File: src/ish_pkg.sv
// ----------------------------------------------------------------------------
// ish_pkg
// Types, constants and helper functions shared by the chained hash blocks.
// ----------------------------------------------------------------------------
package ish_pkg;

  // Sequencer states of the chain controller.
  typedef enum logic [2:0] {
    ST_IDLE,
    ST_LOAD,
    ST_ROUND,
    ST_FOLD,
    ST_EMIT
  } ctl_state_t;

  // Configuration register indexes.
  localparam logic [1:0] REG_PIN_HEAD    = 2'd0;
  localparam logic [1:0] REG_PIN_TAIL    = 2'd1;
  localparam logic [1:0] REG_PIN_LENGTH  = 2'd2;
  localparam logic [1:0] REG_ROUND_COUNT = 2'd3;

  // Fixed 15-byte ASCII label that opens the first message.
  localparam logic [119:0] LABEL_TEXT = 120'h44352D45564F2D415554482D56317C;
  localparam int LABEL_BYTES  = 15;
  localparam int DIGEST_BYTES = 32;
  localparam int HEX_CHARS    = 32;

  // Command from the controller to the compression unit.
  typedef struct packed {
    logic init;   // load IV into chaining words and working registers
    logic load;   // copy chaining words into working registers
    logic step;   // one compression round
    logic fold;   // add working registers into chaining words
  } cmp_cmd_t;

  localparam logic [255:0] IV_WORDS = {
    32'h6a09e667, 32'hbb67ae85, 32'h3c6ef372, 32'ha54ff53a,
    32'h510e527f, 32'h9b05688c, 32'h1f83d9ab, 32'h5be0cd19};

  function automatic logic [31:0] round_k(input logic [5:0] t);
    logic [31:0] k;
    case (t)
      6'd0: k = 32'h428a2f98;  6'd1: k = 32'h71374491;
      6'd2: k = 32'hb5c0fbcf;  6'd3: k = 32'he9b5dba5;
      6'd4: k = 32'h3956c25b;  6'd5: k = 32'h59f111f1;
      6'd6: k = 32'h923f82a4;  6'd7: k = 32'hab1c5ed5;
      6'd8: k = 32'hd807aa98;  6'd9: k = 32'h12835b01;
      6'd10: k = 32'h243185be; 6'd11: k = 32'h550c7dc3;
      6'd12: k = 32'h72be5d74; 6'd13: k = 32'h80deb1fe;
      6'd14: k = 32'h9bdc06a7; 6'd15: k = 32'hc19bf174;
      6'd16: k = 32'he49b69c1; 6'd17: k = 32'hefbe4786;
      6'd18: k = 32'h0fc19dc6; 6'd19: k = 32'h240ca1cc;
      6'd20: k = 32'h2de92c6f; 6'd21: k = 32'h4a7484aa;
      6'd22: k = 32'h5cb0a9dc; 6'd23: k = 32'h76f988da;
      6'd24: k = 32'h983e5152; 6'd25: k = 32'ha831c66d;
      6'd26: k = 32'hb00327c8; 6'd27: k = 32'hbf597fc7;
      6'd28: k = 32'hc6e00bf3; 6'd29: k = 32'hd5a79147;
      6'd30: k = 32'h06ca6351; 6'd31: k = 32'h14292967;
      6'd32: k = 32'h27b70a85; 6'd33: k = 32'h2e1b2138;
      6'd34: k = 32'h4d2c6dfc; 6'd35: k = 32'h53380d13;
      6'd36: k = 32'h650a7354; 6'd37: k = 32'h766a0abb;
      6'd38: k = 32'h81c2c92e; 6'd39: k = 32'h92722c85;
      6'd40: k = 32'ha2bfe8a1; 6'd41: k = 32'ha81a664b;
      6'd42: k = 32'hc24b8b70; 6'd43: k = 32'hc76c51a3;
      6'd44: k = 32'hd192e819; 6'd45: k = 32'hd6990624;
      6'd46: k = 32'hf40e3585; 6'd47: k = 32'h106aa070;
      6'd48: k = 32'h19a4c116; 6'd49: k = 32'h1e376c08;
      6'd50: k = 32'h2748774c; 6'd51: k = 32'h34b0bcb5;
      6'd52: k = 32'h391c0cb3; 6'd53: k = 32'h4ed8aa4a;
      6'd54: k = 32'h5b9cca4f; 6'd55: k = 32'h682e6ff3;
      6'd56: k = 32'h748f82ee; 6'd57: k = 32'h78a5636f;
      6'd58: k = 32'h84c87814; 6'd59: k = 32'h8cc70208;
      6'd60: k = 32'h90befffa; 6'd61: k = 32'ha4506ceb;
      6'd62: k = 32'hbef9a3f7; default: k = 32'hc67178f2;
    endcase
    return k;
  endfunction

  // Uppercase ASCII hex character of one nibble.
  function automatic logic [7:0] hex_char(input logic [3:0] n);
    return (n < 4'd10) ? (8'h30 + {4'h0, n}) : (8'h37 + {4'h0, n});
  endfunction

endpackage

File: src/ish_compress.sv
// ----------------------------------------------------------------------------
// ish_compress
// SHA-256 compression unit: one round per step, with a rolling 16-word
// message schedule held in shift registers.
// ----------------------------------------------------------------------------
module ish_compress (
  input  logic              clk,
  input  ish_pkg::cmp_cmd_t cmd,
  input  logic [5:0]        round_idx,
  input  logic [31:0]       msg_word,
  output logic [255:0]      chain_words
);

  logic [31:0] a_r, b_r, c_r, d_r, e_r, f_r, g_r, h_r;
  logic [31:0] sched_r [16];
  logic [255:0] chain_r;
  logic [31:0] w, t1, t2, s0, s1, w2, w15;

  function automatic logic [31:0] rotr(input logic [31:0] x, input int n);
    return (x >> n) | (x << (32 - n));
  endfunction

  // Message word for this round: input bytes first, then the schedule.
  always_comb begin
    w2  = sched_r[14];
    w15 = sched_r[1];
    s0  = rotr(w15, 7) ^ rotr(w15, 18) ^ (w15 >> 3);
    s1  = rotr(w2, 17) ^ rotr(w2, 19) ^ (w2 >> 10);
    w   = (round_idx < 6'd16) ? msg_word : (s1 + sched_r[9] + s0 + sched_r[0]);
    t1  = h_r + (rotr(e_r, 6) ^ rotr(e_r, 11) ^ rotr(e_r, 25)) +
          ((e_r & f_r) ^ (~e_r & g_r)) + ish_pkg::round_k(round_idx) + w;
    t2  = (rotr(a_r, 2) ^ rotr(a_r, 13) ^ rotr(a_r, 22)) +
          ((a_r & b_r) ^ (a_r & c_r) ^ (b_r & c_r));
  end

  // Working registers, schedule window and chaining words.
  always_ff @(posedge clk) begin
    if (cmd.init) begin
      chain_r <= ish_pkg::IV_WORDS;
      {a_r, b_r, c_r, d_r, e_r, f_r, g_r, h_r} <= ish_pkg::IV_WORDS;
    end else if (cmd.load) begin
      {a_r, b_r, c_r, d_r, e_r, f_r, g_r, h_r} <= chain_r;
    end else if (cmd.step) begin
      h_r <= g_r; g_r <= f_r; f_r <= e_r; e_r <= d_r + t1;
      d_r <= c_r; c_r <= b_r; b_r <= a_r; a_r <= t1 + t2;
      for (int i = 0; i < 15; i++) begin
        sched_r[i] <= sched_r[i+1];
      end
      sched_r[15] <= w;
    end else if (cmd.fold) begin
      chain_r <= {chain_r[255:224] + a_r, chain_r[223:192] + b_r,
                  chain_r[191:160] + c_r, chain_r[159:128] + d_r,
                  chain_r[127:96] + e_r, chain_r[95:64] + f_r,
                  chain_r[63:32] + g_r, chain_r[31:0] + h_r};
    end
  end

  assign chain_words = chain_r;

endmodule

File: src/ish_msg_gen.sv
// ----------------------------------------------------------------------------
// ish_msg_gen
// Builds the padded message one 32-bit word at a time from label or digest,
// PIN bytes and challenge hex text.
// ----------------------------------------------------------------------------
module ish_msg_gen (
  input  logic         first_hash,
  input  logic         block_sel,
  input  logic [3:0]   word_sel,
  input  logic [255:0] digest,
  input  logic [127:0] pin_bytes,
  input  logic [4:0]   pin_len,
  input  logic [255:0] hex_text,
  output logic [31:0]  msg_word,
  output logic         two_blocks
);

  logic [7:0] head_len, msg_len, total_len, base, pos, rel;
  logic [15:0] bit_len;
  logic [7:0] byte_v [4];

  // Message length and padded size.
  always_comb begin
    head_len   = first_hash ? 8'(ish_pkg::LABEL_BYTES) : 8'(ish_pkg::DIGEST_BYTES);
    msg_len    = head_len + {3'd0, pin_len} + 8'(ish_pkg::HEX_CHARS);
    two_blocks = (msg_len > 8'd55);
    total_len  = two_blocks ? 8'd128 : 8'd64;
    bit_len    = {5'd0, msg_len, 3'd0};
    base       = {1'b0, block_sel, word_sel, 2'b00};
  end

  // One byte per lane: head, PIN, hex text, pad marker, zeros or length.
  always_comb begin
    pos = '0;
    rel = '0;
    for (int j = 0; j < 4; j++) begin
      pos = base + 8'(j);
      rel = '0;
      byte_v[j] = 8'h00;
      if (pos < head_len) begin
        if (first_hash) byte_v[j] = ish_pkg::LABEL_TEXT[8'd119 - {pos[4:0], 3'd0} -: 8];
        else            byte_v[j] = digest[8'd255 - {pos[4:0], 3'd0} -: 8];
      end else if (pos < head_len + {3'd0, pin_len}) begin
        rel = pos - head_len;
        byte_v[j] = pin_bytes[7'd127 - {rel[3:0], 3'd0} -: 8];
      end else if (pos < msg_len) begin
        rel = pos - head_len - {3'd0, pin_len};
        byte_v[j] = hex_text[8'd255 - {rel[4:0], 3'd0} -: 8];
      end else if (pos == msg_len) begin
        byte_v[j] = 8'h80;
      end else if (pos == total_len - 8'd2) begin
        byte_v[j] = bit_len[15:8];
      end else if (pos == total_len - 8'd1) begin
        byte_v[j] = bit_len[7:0];
      end
    end
    msg_word = {byte_v[0], byte_v[1], byte_v[2], byte_v[3]};
  end

endmodule

File: src/iterated_sha256_auth_response.sv
// Each message block runs a load, 64 rounds and a fold; the first hash has one
// block for a PIN of up to eight bytes, else two, and each chained hash has two;
// a round count of zero counts as one.
// Throughput: one challenge at a time; busy stays high until the fourth word.
// The digest leaves as four beats on consecutive cycles; the receiver cannot stall.
// Reset (synchronous, active low) clears the sequencer; PIN empty, round count 2048.
// ----------------------------------------------------------------------------
// iterated_sha256_auth_response
// Chained SHA-256 over label, PIN and challenge hex text using one shared
// compression round unit under a small sequencer.
// ----------------------------------------------------------------------------
module iterated_sha256_auth_response (
  input  logic        clk,
  input  logic        rst_n,
  input  logic        start,
  output logic        busy,
  input  logic [63:0] in_challenge_high,
  input  logic [63:0] in_challenge_low,
  input  logic        cfg_we,
  input  logic [1:0]  cfg_index,
  input  logic [63:0] cfg_data,
  output logic        out_valid,
  output logic [63:0] out_digest_word,
  output logic [1:0]  out_word_index,
  output logic        out_last_word
);

  ish_pkg::ctl_state_t state_r, state_nxt;
  logic [63:0]  pin_head_r, pin_tail_r;
  logic [4:0]   pin_length_r;
  logic [15:0]  round_count_r;
  logic [255:0] hex_r;
  logic [255:0] dig_r;
  logic [15:0]  done_r, done_nxt;
  logic [5:0]   rnd_r, rnd_nxt;
  logic         blk_r, blk_nxt, first_r, first_nxt;
  logic [1:0]   widx_r, widx_nxt;
  logic [4:0]   plen;
  logic [15:0]  target;
  logic [31:0]  msg_word;
  logic         two_blocks;
  logic [255:0] chain_words;
  logic [127:0] chal;
  logic [255:0] hex_text;
  ish_pkg::cmp_cmd_t cmd;

  // Configuration writes.
  always_ff @(posedge clk) begin
    if (!rst_n) begin
      pin_head_r    <= '0;
      pin_tail_r    <= '0;
      pin_length_r  <= '0;
      round_count_r <= 16'd2048;
    end else if (cfg_we) begin
      unique case (cfg_index)
        ish_pkg::REG_PIN_HEAD:    pin_head_r    <= cfg_data;
        ish_pkg::REG_PIN_TAIL:    pin_tail_r    <= cfg_data;
        ish_pkg::REG_PIN_LENGTH:  pin_length_r  <= cfg_data[4:0];
        ish_pkg::REG_ROUND_COUNT: round_count_r <= cfg_data[15:0];
        default: ;
      endcase
    end
  end

  assign plen   = (pin_length_r > 5'd16) ? 5'd16 : pin_length_r;
  assign target = (round_count_r == 16'd0) ? 16'd1 : round_count_r;

  // Hex text of the incoming challenge.
  assign chal = {in_challenge_high, in_challenge_low};

  always_comb begin
    for (int i = 0; i < 16; i++) begin
      hex_text[255 - 16*i -: 8] = ish_pkg::hex_char(chal[127 - 8*i -: 4]);
      hex_text[247 - 16*i -: 8] = ish_pkg::hex_char(chal[123 - 8*i -: 4]);
    end
  end

  always_ff @(posedge clk) begin
    if (start && !busy) hex_r <= hex_text;
  end

  // Previous digest, copied out of the chain words before the IV overwrites them.
  always_ff @(posedge clk) begin
    if (state_r == ish_pkg::ST_LOAD && !blk_r) dig_r <= chain_words;
  end

  ish_msg_gen u_msg (
    .first_hash (first_r),
    .block_sel  (blk_r),
    .word_sel   (rnd_r[3:0]),
    .digest     (dig_r),
    .pin_bytes  ({pin_head_r, pin_tail_r}),
    .pin_len    (plen),
    .hex_text   (hex_r),
    .msg_word   (msg_word),
    .two_blocks (two_blocks)
  );

  ish_compress u_cmp (
    .clk         (clk),
    .cmd         (cmd),
    .round_idx   (rnd_r),
    .msg_word    (msg_word),
    .chain_words (chain_words)
  );

  // Sequencer state register.
  always_ff @(posedge clk) begin
    if (!rst_n) begin
      state_r <= ish_pkg::ST_IDLE;
      done_r  <= '0;
      rnd_r   <= '0;
      blk_r   <= 1'b0;
      first_r <= 1'b1;
      widx_r  <= '0;
    end else begin
      state_r <= state_nxt;
      done_r  <= done_nxt;
      rnd_r   <= rnd_nxt;
      blk_r   <= blk_nxt;
      first_r <= first_nxt;
      widx_r  <= widx_nxt;
    end
  end

  // Next state and unit commands. The first load of each hash restarts the
  // chaining words from the IV; the earlier digest is kept in its own register.
  always_comb begin
    state_nxt = state_r;
    done_nxt  = done_r;
    rnd_nxt   = rnd_r;
    blk_nxt   = blk_r;
    first_nxt = first_r;
    widx_nxt  = widx_r;
    cmd       = '0;
    unique case (state_r)
      ish_pkg::ST_IDLE: begin
        if (start) begin
          state_nxt = ish_pkg::ST_LOAD;
          done_nxt  = '0;
          blk_nxt   = 1'b0;
          first_nxt = 1'b1;
          rnd_nxt   = '0;
        end
      end
      ish_pkg::ST_LOAD: begin
        if (!blk_r) cmd.init = 1'b1;
        else        cmd.load = 1'b1;
        state_nxt = ish_pkg::ST_ROUND;
        rnd_nxt   = '0;
      end
      ish_pkg::ST_ROUND: begin
        cmd.step = 1'b1;
        rnd_nxt  = rnd_r + 6'd1;
        if (rnd_r == 6'd63) state_nxt = ish_pkg::ST_FOLD;
      end
      ish_pkg::ST_FOLD: begin
        cmd.fold = 1'b1;
        rnd_nxt  = '0;
        if (two_blocks && !blk_r) begin
          blk_nxt   = 1'b1;
          state_nxt = ish_pkg::ST_LOAD;
        end else begin
          blk_nxt   = 1'b0;
          first_nxt = 1'b0;
          done_nxt  = done_r + 16'd1;
          if (done_r + 16'd1 >= target) begin
            state_nxt = ish_pkg::ST_EMIT;
            widx_nxt  = '0;
          end else begin
            state_nxt = ish_pkg::ST_LOAD;
          end
        end
      end
      ish_pkg::ST_EMIT: begin
        widx_nxt = widx_r + 2'd1;
        if (widx_r == 2'd3) state_nxt = ish_pkg::ST_IDLE;
      end
      default: state_nxt = ish_pkg::ST_IDLE;
    endcase
  end

  assign busy            = (state_r != ish_pkg::ST_IDLE);
  assign out_valid       = (state_r == ish_pkg::ST_EMIT);
  assign out_digest_word = chain_words[255 - 64*widx_r -: 64];
  assign out_word_index  = widx_r;
  assign out_last_word   = (widx_r == 2'd3);

endmodule

File: config.mk
export PLATFORM = sky130hd
export DESIGN_NAME = iterated_sha256_auth_response
export DESIGN_NICKNAME = d
export VERILOG_FILES = /design/src/ish_pkg.sv /design/src/ish_compress.sv /design/src/ish_msg_gen.sv /design/src/iterated_sha256_auth_response.sv
export SDC_FILE = /design/constraint.sdc
export NUM_CORES = 2
export LEC_CHECK = 0
export BUFFER_PORTS_ARGS = -buffer_cell sky130_fd_sc_hd__buf_2
export CORE_AREA = 2 2 574 462
export DETAILED_ROUTE_END_ITERATION = 8
export DIE_AREA = 0 0 576 464
export SETUP_SLACK_MARGIN = 0.4
export SLEW_MARGIN = 20
export SYNTH_ARGS = -nofsm -noshare
export SYNTH_HDL_FRONTEND = slang
export SYNTH_HIERARCHICAL = 1
export SYNTH_SLANG_ARGS = --single-unit
File: constraint.sdc
create_clock -name clk -period 99.7 [get_ports clk]
set_input_delay 14.955 -clock clk [delete_from_list [all_inputs] [get_ports clk]]
set_output_delay 14.955 -clock clk [all_outputs]
set_load 0.02 [all_outputs]
== Word-level counts from Yosys, hierarchy flattened ==
Memory sizes are Yosys's and may differ from the RTL's. A register that Yosys moved wholly into a read port is not among the register bits.
Cells that the tools add are included.
Widths: inputs -> output; s select.

* Bits in registers: 1202
* Memories kept: 2
* Bits of input ports: 198
* Memory bits (read-only): 2048
* RAM bits: 512

* Multiplexer cells: 112
* Equality and inequality tests: 26
* Order comparisons: 48
* Bitwise logic cells: 29
* $add $sub $neg: 117
* Reduce and logical (&&, ||, !) cells: 24
* Shifts and indexed selects: 17

{| class="wikitable"
|+ Memory list
! memory !! depth !! width !! read ports !! clocked after memory_dff !! write ports !! RTL line !! source
|-
| (name not given) || 64 || 32 || 1 || 1 || 0 || ish_pkg.sv:42 || <nowiki>case (t)</nowiki>
|-
| u_cmp.sched_r || 16 || 32 || 16 || 0 || 16 || ish_compress.sv:15 || <nowiki>logic [31:0] sched_r [16];</nowiki>
|}

{| class="wikitable"
|+ Operators by type and width
! operator !! number
|-
| $shiftx 263x9->8 || 8
|-
| $add 32x32->32 || 18
|-
| $mux 32 || 17
|-
| $shiftx 135x8->8 || 4
|-
| $shiftx 127x9->8 const A || 4
|-
| $add 6x4->7 const A || 64
|-
| $shiftx 319x33->64 || 1
|-
| $xor 32x32->32 || 9
|-
| $mux 8 || 29
|-
| $mux 7 || 32
|-
| $and 32x32->32 || 5
|-
| $lt 4x4->1 const B || 32
|-
| $eq 8x8->1 || 9
|-
| $sub 8x8->8 const A || 8
|-
| $lt 8x8->1 || 6
|-
| $mux 16 || 3
|-
| $sub 5x5->5 || 8
|-
| $not 32->32 || 1
|-
| $or 10x32->32 || 1
|-
| $or 13x32->32 || 1
|-
| $or 14x32->32 || 1
|-
| $or 15x32->32 || 1
|-
| $or 19x32->32 || 1
|-
| $or 21x32->32 || 1
|-
| other kinds (55) || 109
|}

== Depth between registers and ports, before layout ==
* Word-level depth: 19
* Depth in mapped cells: 50
* Depth with buffers taken out: 49

== Hierarchy ==
Netlist, hierarchy kept.

{| class="wikitable"
|+ Modules (own cells, without submodules)
! module !! area an instance (um^2) !! sequential area each (um^2) !! cells an instance !! times used
|-
| ish_compress || 62804.0 || 25624.6 || 6498 || 1
|-
| iterated_sha256_auth_response || 26077.5 || 17977.2 || 1969 || 1
|-
| ish_msg_gen || 15164.5 || 0.0 || 1481 || 1
|}

== Least setup slack after synthesis ==
No wires, ideal clock.

* Path kind: reg-to-reg
* Start: register state_r[0]
* End: memory u_cmp.sched_r[0][0] (enable)
* Stages on the path, launching flop included: 7
* Arrival: 33.335 ns
* Slack: 63.882 ns
* Path buffers: 2
* Period minus slack after synthesis: 35.818 ns
* Library setup time: 2.483 ns
* Path through: dfxtp_1 buf_2 nor4b_1 clkbuf_1 nor2_1 nand2_1 inv_1

{| class="wikitable"
|+ RTL lines
! item !! RTL line !! source
|-
| start, declared || iterated_sha256_auth_response.sv:28 || <nowiki>ish_pkg::ctl_state_t state_r, state_nxt;</nowiki>
|-
| start signal, assigned || iterated_sha256_auth_response.sv:110 || <nowiki>state_r <= ish_pkg::ST_IDLE;</nowiki>
|-
| start signal, assigned || iterated_sha256_auth_response.sv:117 || <nowiki>state_r <= state_nxt;</nowiki>
|-
| end, declared || ish_compress.sv:15 ||
|}

== Worst setup path in the final report ==
* Start: register widx_r[0] (netlist: out_word_index[0])
* End: output port out_digest_word[20]

* Longest elaborated chain between the ends: 2

{| class="wikitable"
|+ RTL lines
! item !! RTL line !! source
|-
| start, declared || iterated_sha256_auth_response.sv:37 || <nowiki>logic [1:0] widx_r, widx_nxt;</nowiki>
|-
| start signal, assigned || iterated_sha256_auth_response.sv:122 || <nowiki>widx_r <= widx_nxt;</nowiki>
|-
| $sub 8x8->9 || iterated_sha256_auth_response.sv:185 || <nowiki>assign out_digest_word = chain_words[255 - 64*widx_r -: 64];</nowiki>
|-
| $shiftx 319x33->64 || iterated_sha256_auth_response.sv:185 ||
|-
| end, declared || iterated_sha256_auth_response.sv:23 || <nowiki>output logic [63:0] out_digest_word,</nowiki>
|}

Every way passes these cells.

==> run metrics <==
status finished, final reports clean; final-report max-slew violation count 0; Final nets 11,000; met2 routed WL 159,000 µm; PortBufs 266; CP Max Fanout 41; 1st-iter DRT viols 11,200; PostCTS Resize Cnt 0; Clock Tree Root clkbuf_16; final critical-path share of the clock period a little under a fifth; number of max-cap violations 0; Layout area overhead 11.4%; Post-Syn Area 0.104 mm²; crit end category primary output; Starting Density 39.9%; grt total ovfl 0; CTS Buffer Depth 4; die width 576 µm; CP required 84.75 ns; initial antenna violation count 42; Die Area about 0.27 mm²; minimum clock period 18.40 ns; routed via count roughly 83,000; Core Area about 0.26 mm²; final WL 389,000 µm; Final setup viols 0; sequential-to-total area share from yosys stat 41.9%; actual slew at the worst max-slew pin roughly 1.3 ns; setup TNS 0 ns; post-synthesis cell type count 112; clock skew 0.0918 ns; I/O pin count between 200 and 300; # rows ~170; Worst-path clk slew roughly 0.060 ns; critical path arrival ~3.5 ns; Final HPWL DP approximately 290,000 µm; FILL cells 24,400; CTS Hold Bufs 0; Gate Count Post-Synth 9,948; Async SR Flop Fraction 0%; WL met1 170,000 µm; via/cell ratio 6.05; area of the multi-input gates 0.0569 mm²; largest net degree at the start of global routing about 200; RSZ-0062 raised after global routing false; gr usage total 28.4%; top sig layer met5; CTS H-tree depth 4; cts bufs inserted 187; mean area per synthesized cell 10.5 µm²; yosys warns 6; drt drc 0; Final Hold Vio Count 0; Die Y about 460 µm; antenna-violating nets left 0; clock sink count 1,682; Fmax 54.3 MHz; CTS tree done; routability congestion estimate 0.978; flops & latches, synth 1,682; number of synthesized flops with an enable pin 992; Most used DFF post-synth edfxtp_1; HP Class flop to flop; # Post-CTS Setup Buffers 0; WL per Instance 28.2 µm; DRT Pass-1 Iters 7; first-pass GRT wire length approximately 560,000 µm; WL met3 45,200 µm; CP Class flop to primary output; Clk Latency, worst-skew pair 0.88 ns; Sequential Area around 0.044 mm²; R2R Setup Slk 84.41 ns; vias in the first global route 77,500; Slew HR between 10% and 20%; layout cells sized above 1 12.6%; kind of start point of the critical path flop
==> synth_stat cells (36+ instances only) <==
cell / number / area (µm²)
edfxtp_1: 992 / 29800
a21boi_1: 139 / 1040
mux2i_1: 375 / 3750
and3_1: 50 / 313
fa_1: 199 / 3980
xor2_1: 161 / 1410
buf_1: 66 / 248
nor2_1: 614 / 2300
nor3_1: 123 / 616
o21ai_1: 39 / 195
o211ai_1: 134 / 1010
o21ai_0: 517 / 2590
nand2b_1: 93 / 582
or3_1: 36 / 225
xnor2_1: 456 / 3990
a21oi_1: 726 / 3630
mux4_2: 429 / 9660
buf_2: 79 / 395
dfxtp_1: 690 / 13800
o21bai_1: 47 / 353
clkbuf_1: 397 / 1490
nand3_1: 170 / 851
nand2_1: 1287 / 4830
nand4_1: 47 / 294
ha_1: 480 / 6010
a21o_1: 191 / 1430
inv_1: 500 / 1880
a211oi_1: 76 / 571
nor2b_1: 86 / 538
o21a_1: 77 / 578
a31oi_1: 62 / 388
==> cells by family (layout without fill, tap and decap cells) <==
logic type	after synthesis	after routing	share of synthesized area, %
and+or+nand+nor	2655	2655	11.2
other	1	144	0.00360
xor gates and xnor gates	628	628	5.42
muxes	834	834	13.2
buffers and inverters	1069	1291	4.02
AOI/OAI and AO/OA	2370	2370	14.3
adders and majority gates	709	709	9.89
DFF	1682	1682	41.9
==> worst paths after layout <==
kind | from | endpoint | cells after the start
hold reg to reg | u_cmp/sched_r[0][120]$_DFFE_PP_ | u_cmp/sched_r[0][88]$_DFFE_PP_ | 0
setup / recovery | out_word_index[0]$_SDFFE_PN0P_ | out_digest_word[20] | 3
hold / removal | u_cmp/sched_r[0][120]$_DFFE_PP_ | u_cmp/sched_r[0][88]$_DFFE_PP_ | 0
setup reg to reg | first_r$_SDFFE_PN1P_ | u_cmp/a_r[31]$_SDFFE_PP0P_ | 48
==> sequential cells by signal, summed over array words and instances, names as in the netlist, 16 cells and up <==
name	cells
u_cmp/sched_r	512
dig_r	256
u_cmp/chain_words	256
hex_r	224
pin_head_r	64
pin_tail_r	64
u_cmp/a_r	32
u_cmp/b_r	32
u_cmp/c_r	32
u_cmp/d_r	32
u_cmp/e_r	32
u_cmp/f_r	32
u_cmp/g_r	32
u_cmp/h_r	32
done_r	16
round_count_r	16
==> layer usage <==
layer	up-vias	GRT usage (%)
met5	-	0
met4	30	9.07
met3	663	6.97
met2	4614	40.2
met1	41700	42.0
li1	36500	-
==> critical path, cell delays in order, from the launching register on <==
cell	delay (ns)
dfxtp_4	0.78
buf_4	0.74
mux4_2	0.72
buf_2	0.21
==> metrics by stage <==
stage | hold slack, ns | setup slack (ns) | instance area, µm² | utilization [%] | instances
2_1_floorplan | 0.400 | 63.88 | 105000 | - | 10100
3_3_place_gp | 0.400 | 81.81 | 110000 | 42.0 | 13400
3_5_place_dp | 0.405 | 81.74 | 110000 | 42.0 | 13400
4_1_cts | 0.330 | 81.20 | 116000 | 44.4 | 13800
5_1_grt | 0.344 | 81.09 | 116000 | 44.4 | 13800
6_report | 0.332 | 81.30 | 116000 | 44.4 | 13800
==> placed cells by master (no fill, tap or decap), types with 33 or more instances in the layout <==
master	instances
nor3_1	122
o21ai_0	516
buf_4	168
a21boi_1	139
clkbuf_1	43
o21a_1	77
xor2_1	160
a21o_1	190
nand2b_1	93
nand3_1	169
conb_1	128
a211oi_1	74
clkbuf_16	192
xnor2_1	449
inv_1	498
o21ai_1	40
nand4_1	47
nand2_1	1286
o211ai_1	134
dfxtp_1	681
mux4_2	429
a21boi_0	33
o21bai_1	47
ha_1	476
edfxtp_1	992
nor2_1	610
nor2b_1	86
mux2i_1	374
a31oi_1	62
or3_1	36
fa_1	199
a21oi_1	726
o31ai_1	34
and3_1	49
buf_2	265
==> area by class of cell <==
cell class | instances | share of cell area [%]
antenna | 16 | 0.0345
clock inverter | 88 | 0.907
multi-input combinational | 7324 | 49.1
sequential | 1682 | 37.6
inverter | 511 | 1.68
clock buffer | 249 | 4.45
timing repair buffer | 443 | 2.40
tap | 3485 | 3.76
Power is left out: the tool's default activity adds up to more than one toggle a clock period on the data nets, which glitch-free logic cannot reach.
